--- src/design/rdd_pkg.sv ---
// Shared types, constants and the quadrature transition decoder for the
// rotary dial detent and button block. No dependencies.
package rdd_pkg;

  // Default width of the tick time base
  localparam int unsigned TIME_BITS_DEFAULT = 32;

  // Configuration port geometry
  localparam int unsigned CFG_INDEX_W = 2;
  localparam int unsigned CFG_DATA_W  = 16;

  // Register indexes
  localparam logic [CFG_INDEX_W-1:0] REG_PULSES_PER_DETENT = 2'd0;
  localparam logic [CFG_INDEX_W-1:0] REG_DEBOUNCE_TICKS    = 2'd1;
  localparam logic [CFG_INDEX_W-1:0] REG_LONG_PRESS_TICKS  = 2'd2;

  // Register widths and reset values
  localparam int unsigned PPD_W       = 5;
  localparam int unsigned DEBOUNCE_W  = 10;
  localparam int unsigned LONG_W      = 16;
  localparam logic [PPD_W-1:0]      PPD_RESET      = 5'd4;
  localparam logic [DEBOUNCE_W-1:0] DEBOUNCE_RESET = 10'd30;
  localparam logic [LONG_W-1:0]     LONG_RESET     = 16'd500;

  // Detent residual width
  localparam int unsigned RESIDUAL_W = 6;

  // Output field widths
  localparam int unsigned HELD_W = 32;

  // Detent step codes
  localparam logic signed [1:0] DETENT_NONE = 2'sb00;
  localparam logic signed [1:0] DETENT_UP   = 2'sb01;
  localparam logic signed [1:0] DETENT_DOWN = 2'sb11;

  // Press event codes
  localparam logic [1:0] EVENT_NONE  = 2'd0;
  localparam logic [1:0] EVENT_SHORT = 2'd1;
  localparam logic [1:0] EVENT_LONG  = 2'd2;

  // Button levels (active low)
  localparam logic BUTTON_PRESSED  = 1'b0;
  localparam logic BUTTON_RELEASED = 1'b1;

  // Configuration registers as seen by the datapath
  typedef struct packed {
    logic [PPD_W-1:0]      pulses_per_detent;
    logic [DEBOUNCE_W-1:0] debounce_ticks;
    logic [LONG_W-1:0]     long_press_ticks;
  } rdd_cfg_t;

  // Quadrature transition: {prev A, prev B, A, B} -> raw step.
  // Double steps and no-change codes give no step.
  function automatic logic signed [1:0] transition_step(input logic [3:0] code);
    logic signed [1:0] step;
    step = DETENT_NONE;
    unique case (code)
      4'b0001, 4'b0111, 4'b1110, 4'b1000: step = DETENT_DOWN;
      4'b0010, 4'b1011, 4'b1101, 4'b0100: step = DETENT_UP;
      default:                            step = DETENT_NONE;
    endcase
    return step;
  endfunction

endpackage

--- src/design/rdd_quad.sv ---
// Quadrature step decoder and detent residual tracker.
// Depends on rdd_pkg for the transition table and codes.
module rdd_quad (
  input  logic                           clk,
  input  logic                           rst,
  input  logic                           en,
  input  logic [1:0]                     lines,
  input  logic [rdd_pkg::PPD_W-1:0]      pulses_per_detent,
  output logic signed [1:0]              detent
);
  import rdd_pkg::*;

  logic [1:0]                   prev_lines;
  logic                         primed;
  logic signed [RESIDUAL_W-1:0] residual;
  logic signed [RESIDUAL_W-1:0] residual_next;

  logic signed [1:0]            step;
  logic signed [RESIDUAL_W:0]   sum;
  logic signed [RESIDUAL_W:0]   ppd;

  // Raw step, suppressed until the previous lines are known
  assign step = primed ? transition_step({prev_lines, lines}) : DETENT_NONE;

  // Zero pulses per detent acts as one
  assign ppd = (pulses_per_detent == '0) ? (RESIDUAL_W+1)'(1)
                                         : (RESIDUAL_W+1)'(pulses_per_detent);

  // Residual update, at most one detent per sample
  always_comb begin
    sum = (RESIDUAL_W+1)'(residual) + (RESIDUAL_W+1)'(step);
    if (sum >= ppd) begin
      detent        = DETENT_UP;
      residual_next = RESIDUAL_W'(sum - ppd);
    end else if (sum <= -ppd) begin
      detent        = DETENT_DOWN;
      residual_next = RESIDUAL_W'(sum + ppd);
    end else begin
      detent        = DETENT_NONE;
      residual_next = RESIDUAL_W'(sum);
    end
  end

  // State
  always_ff @(posedge clk) begin
    if (rst) begin
      prev_lines <= '0;
      primed     <= 1'b0;
      residual   <= '0;
    end else if (en) begin
      prev_lines <= lines;
      primed     <= 1'b1;
      residual   <= residual_next;
    end
  end

endmodule

--- src/design/rdd_button.sv ---
// Button debounce, tick time base and press duration measurement.
// Depends on rdd_pkg for codes and the configuration struct.
module rdd_button #(
  parameter int unsigned TIME_BITS = rdd_pkg::TIME_BITS_DEFAULT
) (
  input  logic                        clk,
  input  logic                        rst,
  input  logic                        en,
  input  logic                        level,
  input  rdd_pkg::rdd_cfg_t           cfg,
  output logic [1:0]                  event_code,
  output logic [rdd_pkg::HELD_W-1:0]  held
);
  import rdd_pkg::*;

  localparam int unsigned WIDE_W = (TIME_BITS > HELD_W) ? TIME_BITS : HELD_W;

  logic [TIME_BITS-1:0] tick_count;
  logic [TIME_BITS-1:0] last_change_time;
  logic [TIME_BITS-1:0] press_time;
  logic                 stable_button;

  logic [TIME_BITS-1:0] since_change;
  logic [TIME_BITS-1:0] held_time;
  logic [WIDE_W-1:0]    held_wide;
  logic                 accept_level;

  // Wrapping time differences
  assign since_change = tick_count - last_change_time;
  assign held_time    = tick_count - press_time;
  assign held_wide    = WIDE_W'(held_time);

  assign accept_level = (level != stable_button) &&
                        (since_change > TIME_BITS'(cfg.debounce_ticks));

  // Release reports duration and short/long class
  always_comb begin
    event_code = EVENT_NONE;
    held       = '0;
    if (accept_level && level == BUTTON_RELEASED) begin
      held       = held_wide[HELD_W-1:0];
      event_code = (held_time < TIME_BITS'(cfg.long_press_ticks)) ? EVENT_SHORT
                                                                  : EVENT_LONG;
    end
  end

  // State
  always_ff @(posedge clk) begin
    if (rst) begin
      tick_count       <= '0;
      last_change_time <= '0;
      press_time       <= '0;
      stable_button    <= BUTTON_RELEASED;
    end else if (en) begin
      tick_count <= tick_count + TIME_BITS'(1);
      if (accept_level) begin
        last_change_time <= tick_count;
        stable_button    <= level;
        if (level == BUTTON_PRESSED) begin
          press_time <= tick_count;
        end
      end
    end
  end

endmodule

--- src/design/rotary_dial_detent_and_button.sv ---
// Rotary dial detent counter with debounced push button.
// A word goes to the input register, then to the result register behind out_valid.
// Throughput: one word per cycle; input register feeds the decoders, result
// register holds the output; input stalls only while a word waits in the input
// register behind a stalled result word.
// Reset (rst, synchronous) clears valid flags and decoder state and loads register defaults.
// Depends on rdd_pkg, rdd_quad and rdd_button.
module rotary_dial_detent_and_button #(
  parameter int unsigned TIME_BITS = rdd_pkg::TIME_BITS_DEFAULT
) (
  input  logic                             clk,
  input  logic                             rst,
  // Configuration
  input  logic                             cfg_write,
  input  logic [rdd_pkg::CFG_INDEX_W-1:0]  cfg_index,
  input  logic [rdd_pkg::CFG_DATA_W-1:0]   cfg_data,
  // Sample input
  input  logic                             in_valid,
  output logic                             in_stall,
  input  logic                             line_a,
  input  logic                             line_b,
  input  logic                             button_level,
  // Result output
  output logic                             out_valid,
  input  logic                             out_stall,
  output logic signed [1:0]                detent_step,
  output logic [1:0]                       press_event,
  output logic [rdd_pkg::HELD_W-1:0]       held_ticks
);
  import rdd_pkg::*;

  rdd_cfg_t cfg;

  logic       s1_valid;
  logic [1:0] s1_lines;
  logic       s1_level;
  logic       advance;

  logic signed [1:0]   detent;
  logic [1:0]          event_code;
  logic [HELD_W-1:0]   held;

  // Configuration registers
  always_ff @(posedge clk) begin
    if (rst) begin
      cfg.pulses_per_detent <= PPD_RESET;
      cfg.debounce_ticks    <= DEBOUNCE_RESET;
      cfg.long_press_ticks  <= LONG_RESET;
    end else if (cfg_write) begin
      unique case (cfg_index)
        REG_PULSES_PER_DETENT: cfg.pulses_per_detent <= cfg_data[PPD_W-1:0];
        REG_DEBOUNCE_TICKS:    cfg.debounce_ticks    <= cfg_data[DEBOUNCE_W-1:0];
        REG_LONG_PRESS_TICKS:  cfg.long_press_ticks  <= cfg_data[LONG_W-1:0];
        default: ;
      endcase
    end
  end

  // Word moves from the input register to the result register
  assign advance  = s1_valid && (!out_valid || !out_stall);
  assign in_stall = s1_valid && !advance;

  // Input register
  always_ff @(posedge clk) begin
    if (rst) begin
      s1_valid <= 1'b0;
    end else if (!in_stall) begin
      s1_valid <= in_valid;
    end
  end

  always_ff @(posedge clk) begin
    if (!in_stall && in_valid) begin
      s1_lines <= {line_a, line_b};
      s1_level <= button_level;
    end
  end

  rdd_quad u_quad (
    .clk               (clk),
    .rst               (rst),
    .en                (advance),
    .lines             (s1_lines),
    .pulses_per_detent (cfg.pulses_per_detent),
    .detent            (detent)
  );

  rdd_button #(
    .TIME_BITS (TIME_BITS)
  ) u_button (
    .clk        (clk),
    .rst        (rst),
    .en         (advance),
    .level      (s1_level),
    .cfg        (cfg),
    .event_code (event_code),
    .held       (held)
  );

  // Result register
  always_ff @(posedge clk) begin
    if (rst) begin
      out_valid <= 1'b0;
    end else if (advance) begin
      out_valid <= 1'b1;
    end else if (!out_stall) begin
      out_valid <= 1'b0;
    end
  end

  always_ff @(posedge clk) begin
    if (advance) begin
      detent_step <= detent;
      press_event <= event_code;
      held_ticks  <= held;
    end
  end

endmodule

--- config.mk ---
export PLATFORM = sky130hd
export DESIGN_NAME = rotary_dial_detent_and_button
export DESIGN_NICKNAME = d
export VERILOG_FILES = /design/src/design/rdd_pkg.sv /design/src/design/rdd_quad.sv /design/src/design/rdd_button.sv /design/src/design/rotary_dial_detent_and_button.sv
export SDC_FILE = /design/constraint.sdc
export NUM_CORES = 1
export LEC_CHECK = 0
export BUFFER_PORTS_ARGS = -buffer_cell sky130_fd_sc_hd__buf_4
export CORE_UTILIZATION = 40
export DETAILED_ROUTE_END_ITERATION = 7
export GPL_ROUTABILITY_DRIVEN = 0
export SYNTH_ARGS = -nofsm -noshare
export SYNTH_HDL_FRONTEND = slang
export SYNTH_SLANG_ARGS = --single-unit
--- constraint.sdc ---
create_clock -name clk -period 6.1 [get_ports clk]
set_input_delay 0.305 -clock clk [delete_from_list [all_inputs] [get_ports clk]]
set_output_delay 0.305 -clock clk [all_outputs]
set_load 0.02 [all_outputs]
==> metrics.md <==
| Metric | Value |
|---|---|
| Async set-reset flop share out of synthesis | `0%` |
| Port Buffers | `63` |
| Finished Core Util | `44.81%` |
| Register area share after synthesis | `a little under a third` |
| YS warnings | `0` |
| Layout cells sized above 1 | `about 8%` |
| Post_cts resized | `0` |
| Slew Limit Fails | `0` |
| Clock network power share | `between 30% and 40%` |
| Met3 usage | `approximately 2.2%` |
| Crit path DAT | `5.19 ns` |
| Final Hold Viols | `0` |
| Hold EP | `s1_lines[1]` |
| Synthesized flop and latch total | `178` |
| Tot GR Track Use | `around a fifth` |
| CP endpoint kind | `flop` |
| Row count | `64` |
| Clock Path Buffers | `2` |
| Initial antenna violation count | `0` |
| Hold_sp | `line_a` |
| CTS tree | `built` |
| Status | `complete, but fails checks` |
| Vias in the first global route | `slightly above 9000` |
| Power per cell area | `202.7 nW/µm²` |
| Unique cell type count in the Yosys netlist | `82` |
| Reg-to-reg endpoint | `u_button.last_change_time[31]` |
| Seq pwr share | `around 45%` |
| DRT Wirelength | `~29000 µm` |
| Leak | `about 6.0 nW` |
| Startpoint Class | `flop` |
| Synth top area share | `between 20% and 30%` |
| Antenna diode count | `0` |
| Crit-path cells | `inv_1 -> ha_1 -> fa_1 -> nand2b_1 -> a21oi_1 -> nor2_1 -> xnor2_1 -> ha_1 -> nand4_1 -> o32a_1 -> a211oi_1 -> o2111ai_1 -> or4_4 -> nand3_4 -> mux2i_1` |
| Failing checks | `DRC` |
| Cell mode on critical path | `ha_1` |
| Avg Cell Area, Syn | `approximately 8.5 µm²` |
| Reg2Reg Depth | `15` |
| Met2 Resource Use GR | `a little over a quarter` |
| DRT Pass-1 Iters | `8` |
| Number of fill cells in the layout | `approximately 3000` |
| GR peak layer | `met1` |
| Tmin final | `between 4 and 5 ns` |
| Top post-synthesis cells by area | `dfxtp_1, ha_1, edfxtp_1, mux2i_1, nand2b_1` |
| Syn_nets | `about 1600` |
| TNS Setup | `0 ns` |
| Grt total ovfl | `0` |
| Clock Latency Late Sink | `around 0.43 ns` |
| Area delta synth->final | `10.45%` |
| R2r startpoint | `u_button.tick_count[0]` |
| Crit path max fanout | `32` |
| Largest net degree at the start of global routing | `110` |
| Pint | `2.023 mW` |
| Gate power share | `between 10% and 20%` |
| Sequential Area | `between 3000 and 4000 µm²` |
| Kind of critical path | `flop to flop` |
| First-pass GRT wire length | `~48000 µm` |
| Slew HR | `31.97%` |
| Core Footprint | `between 30000 and 40000 µm²` |
| Clock transition at path regs | `roughly 0.070 ns` |
| Post-Syn Area | `~12000 µm²` |
| Synth area leader | `dfxtp_1` |
| Maximum clock frequency | `a little over 200 MHz` |
| Tightest Pin Transition | `1.018 ns` |
| Slowest CP cell | `or4_4` |
| WHS | `about 0.05 ns` |
| Routed vias/inst | `around 5.2` |
| Unrepaired setup endpoints after global routing | `no` |
| Die Width | `roughly 180 µm` |
| Setup Buffers After CTS | `0` |
| MaxCap Viol Count | `0` |
| Fin nets | `1635` |
| GR Layer Usage met1 | `~29%` |
| Final Skew | `between 0.008 and 0.009 ns` |
| Gate Count Post-Synth | `1459` |
| CP required | `6.44 ns` |
| Final setup vio count | `0` |
| Hold buffer count at CTS | `0` |
| Sw Pwr | `approximately 760 µW` |
| DRC | `2` |
| Top_reg_cell synth | `dfxtp_1` |
| CTS Sinks | `178` |
| WL/cell | `around 15 µm` |
| WHS Path Cells | `1` |
| CTS root buf | `clkbuf_16` |
| R2R Setup Slk | `1.25 ns` |
| CP bufs+invs | `1` |
| Fin crit share | `79.53%` |
| Num CTS Buffers | `17` |
| Post-DRT Antenna Nets | `0` |
| Top cell family by delay on the critical path | `simple AND/OR/NAND/NOR gates` |
| H-tree Lvls | `4` |
| EDFF count, synth | `39` |
| Chip Height | `between 150 and 200 µm` |
| Via count | `9905` |
| Die area | `approximately 32000 µm²` |
| DP Wirelength | `22620 µm` |
| Net Sw Frac | `27.19%` |
| Top Ports | `between 60 and 70` |
| Worst vdd ir | `193.9 µV` |
| Detailed Route Iter0 Violations | `782` |
| HP Class | `input port to flop` |
| Multi-input logic area | `7720 µm²` |
| Delay of the slowest critical-path stage | `around 0.63 ns` |
| Initial Utilization | `approximately two fifths` |
cells in the final DEF (no fill, tap or decap), types with 18 or more instances in the layout:
master     Yosys  final
dfxtp_1      139    139
nor2_1       129    129
inv_1        121    121
ha_1         116    116
nand2b_1     110    110
nand2_1      106    106
a21oi_1       95     95
mux2i_1       71     71
buf_4          1     69
o21ai_0       49     49
xnor2_1       46     46
xor2_1        44     44
edfxtp_1      39     39
a21o_1        34     34
nand3_1       27     27
nand4_1       26     26
nor3_1        23     23
and2_1        22     22
clkbuf_16      0     18
power by group through the flow:
stage                     combinational, mW  sequential [mW]  clock (mW)
final                                 0.473             1.25        1.05
after global routing                  0.523             1.25        1.13
after CTS                             0.474             1.25        1.08
after detailed placement              0.473             1.28           0
after global placement                0.466             1.28           0
after floorplan                       0.344             1.29           0
per-layer routing:
layer	vias up	wire length [µm]
met5	-	0
met3	37	921
li1	5142	-
met4	0	448
met1	4550	15910
met2	176	11960
layout make-up:
| type | instances | area share [%] |
|---|---|---|
| Multi-Input combinational cell | 1100 | 56.32 |
| Sequential cell | 178 | 28.84 |
| Timing Repair Buffer | 69 | 3.779 |
| Tap cell | 396 | 3.614 |
| Inverter | 122 | 3.341 |
| Clock buffer | 19 | 3.313 |
| Clock inverter | 12 | 0.7941 |
kinds of logic after synthesis:
group           Yosys count  share of synthesized area, %
mux                      73                         5.999
simple gates            515                         21.45
other cells               1                       0.03022
buf+inv                 181                         6.009
flops                   178                         31.86
compound gates          300                         15.80
xor+xnor                 90                         6.351
fa+ha+maj               121                         12.50
sequential cells by signal, summed over array words and instances, names as in the netlist:
signal                     count
cfg                           31
press_event                    2
s1_lines                       2
u_quad.prev_lines              2
s1_valid                       1
u_button.last_change_time     32
held_ticks                    32
detent_step                    2
u_button.stable_button         1
u_quad.residual                6
s1_level                       1
u_quad.primed                  1
u_button.press_time           32
u_button.tick_count           32
out_valid                      1
cells in the mapped netlist (all sizes together), types with 23 or more instances:
cell and instances:
nand2 106, o21ai 52, a21o 34, a21oi 98, nand2b 110, xor2 44, nand3 28, xnor2 46
mux2i 71, dfxtp 139, and2 23, nor3 23, inv 121, nor2 129, clkbuf 44, nand4 27
edfxtp 39, ha 116
how the worst max path moves through the flow:
stage,start,end,slack [ns],cells past startpoint
finish,u_button.tick_count[0],u_button.last_change_time[31],1.25,15
global route,u_button.tick_count[0],press_event[1],0.83,20
CTS,u_button.tick_count[0],press_event[1],1.25,20
detailed placement,u_button.tick_count[0],press_event[1],1.27,20
global placement,u_button.tick_count[0],press_event[1],1.27,20
floorplan,s1_lines[0],u_quad.residual[5],1.93,15
through the flow:
stage                     area [µm²]  total power [mW]  setup slack, ns  cells
after floorplan                12410             1.630            1.927   1459
after global placement         13150             1.742            1.266   1865
after detailed placement       13150             1.751            1.275   1865
after CTS                      13710             2.810            1.251   1896
after global routing           13710             2.906           0.8338   1896
final                          13710             2.779            1.248   1896
Power figures use the tool's default switching activity.
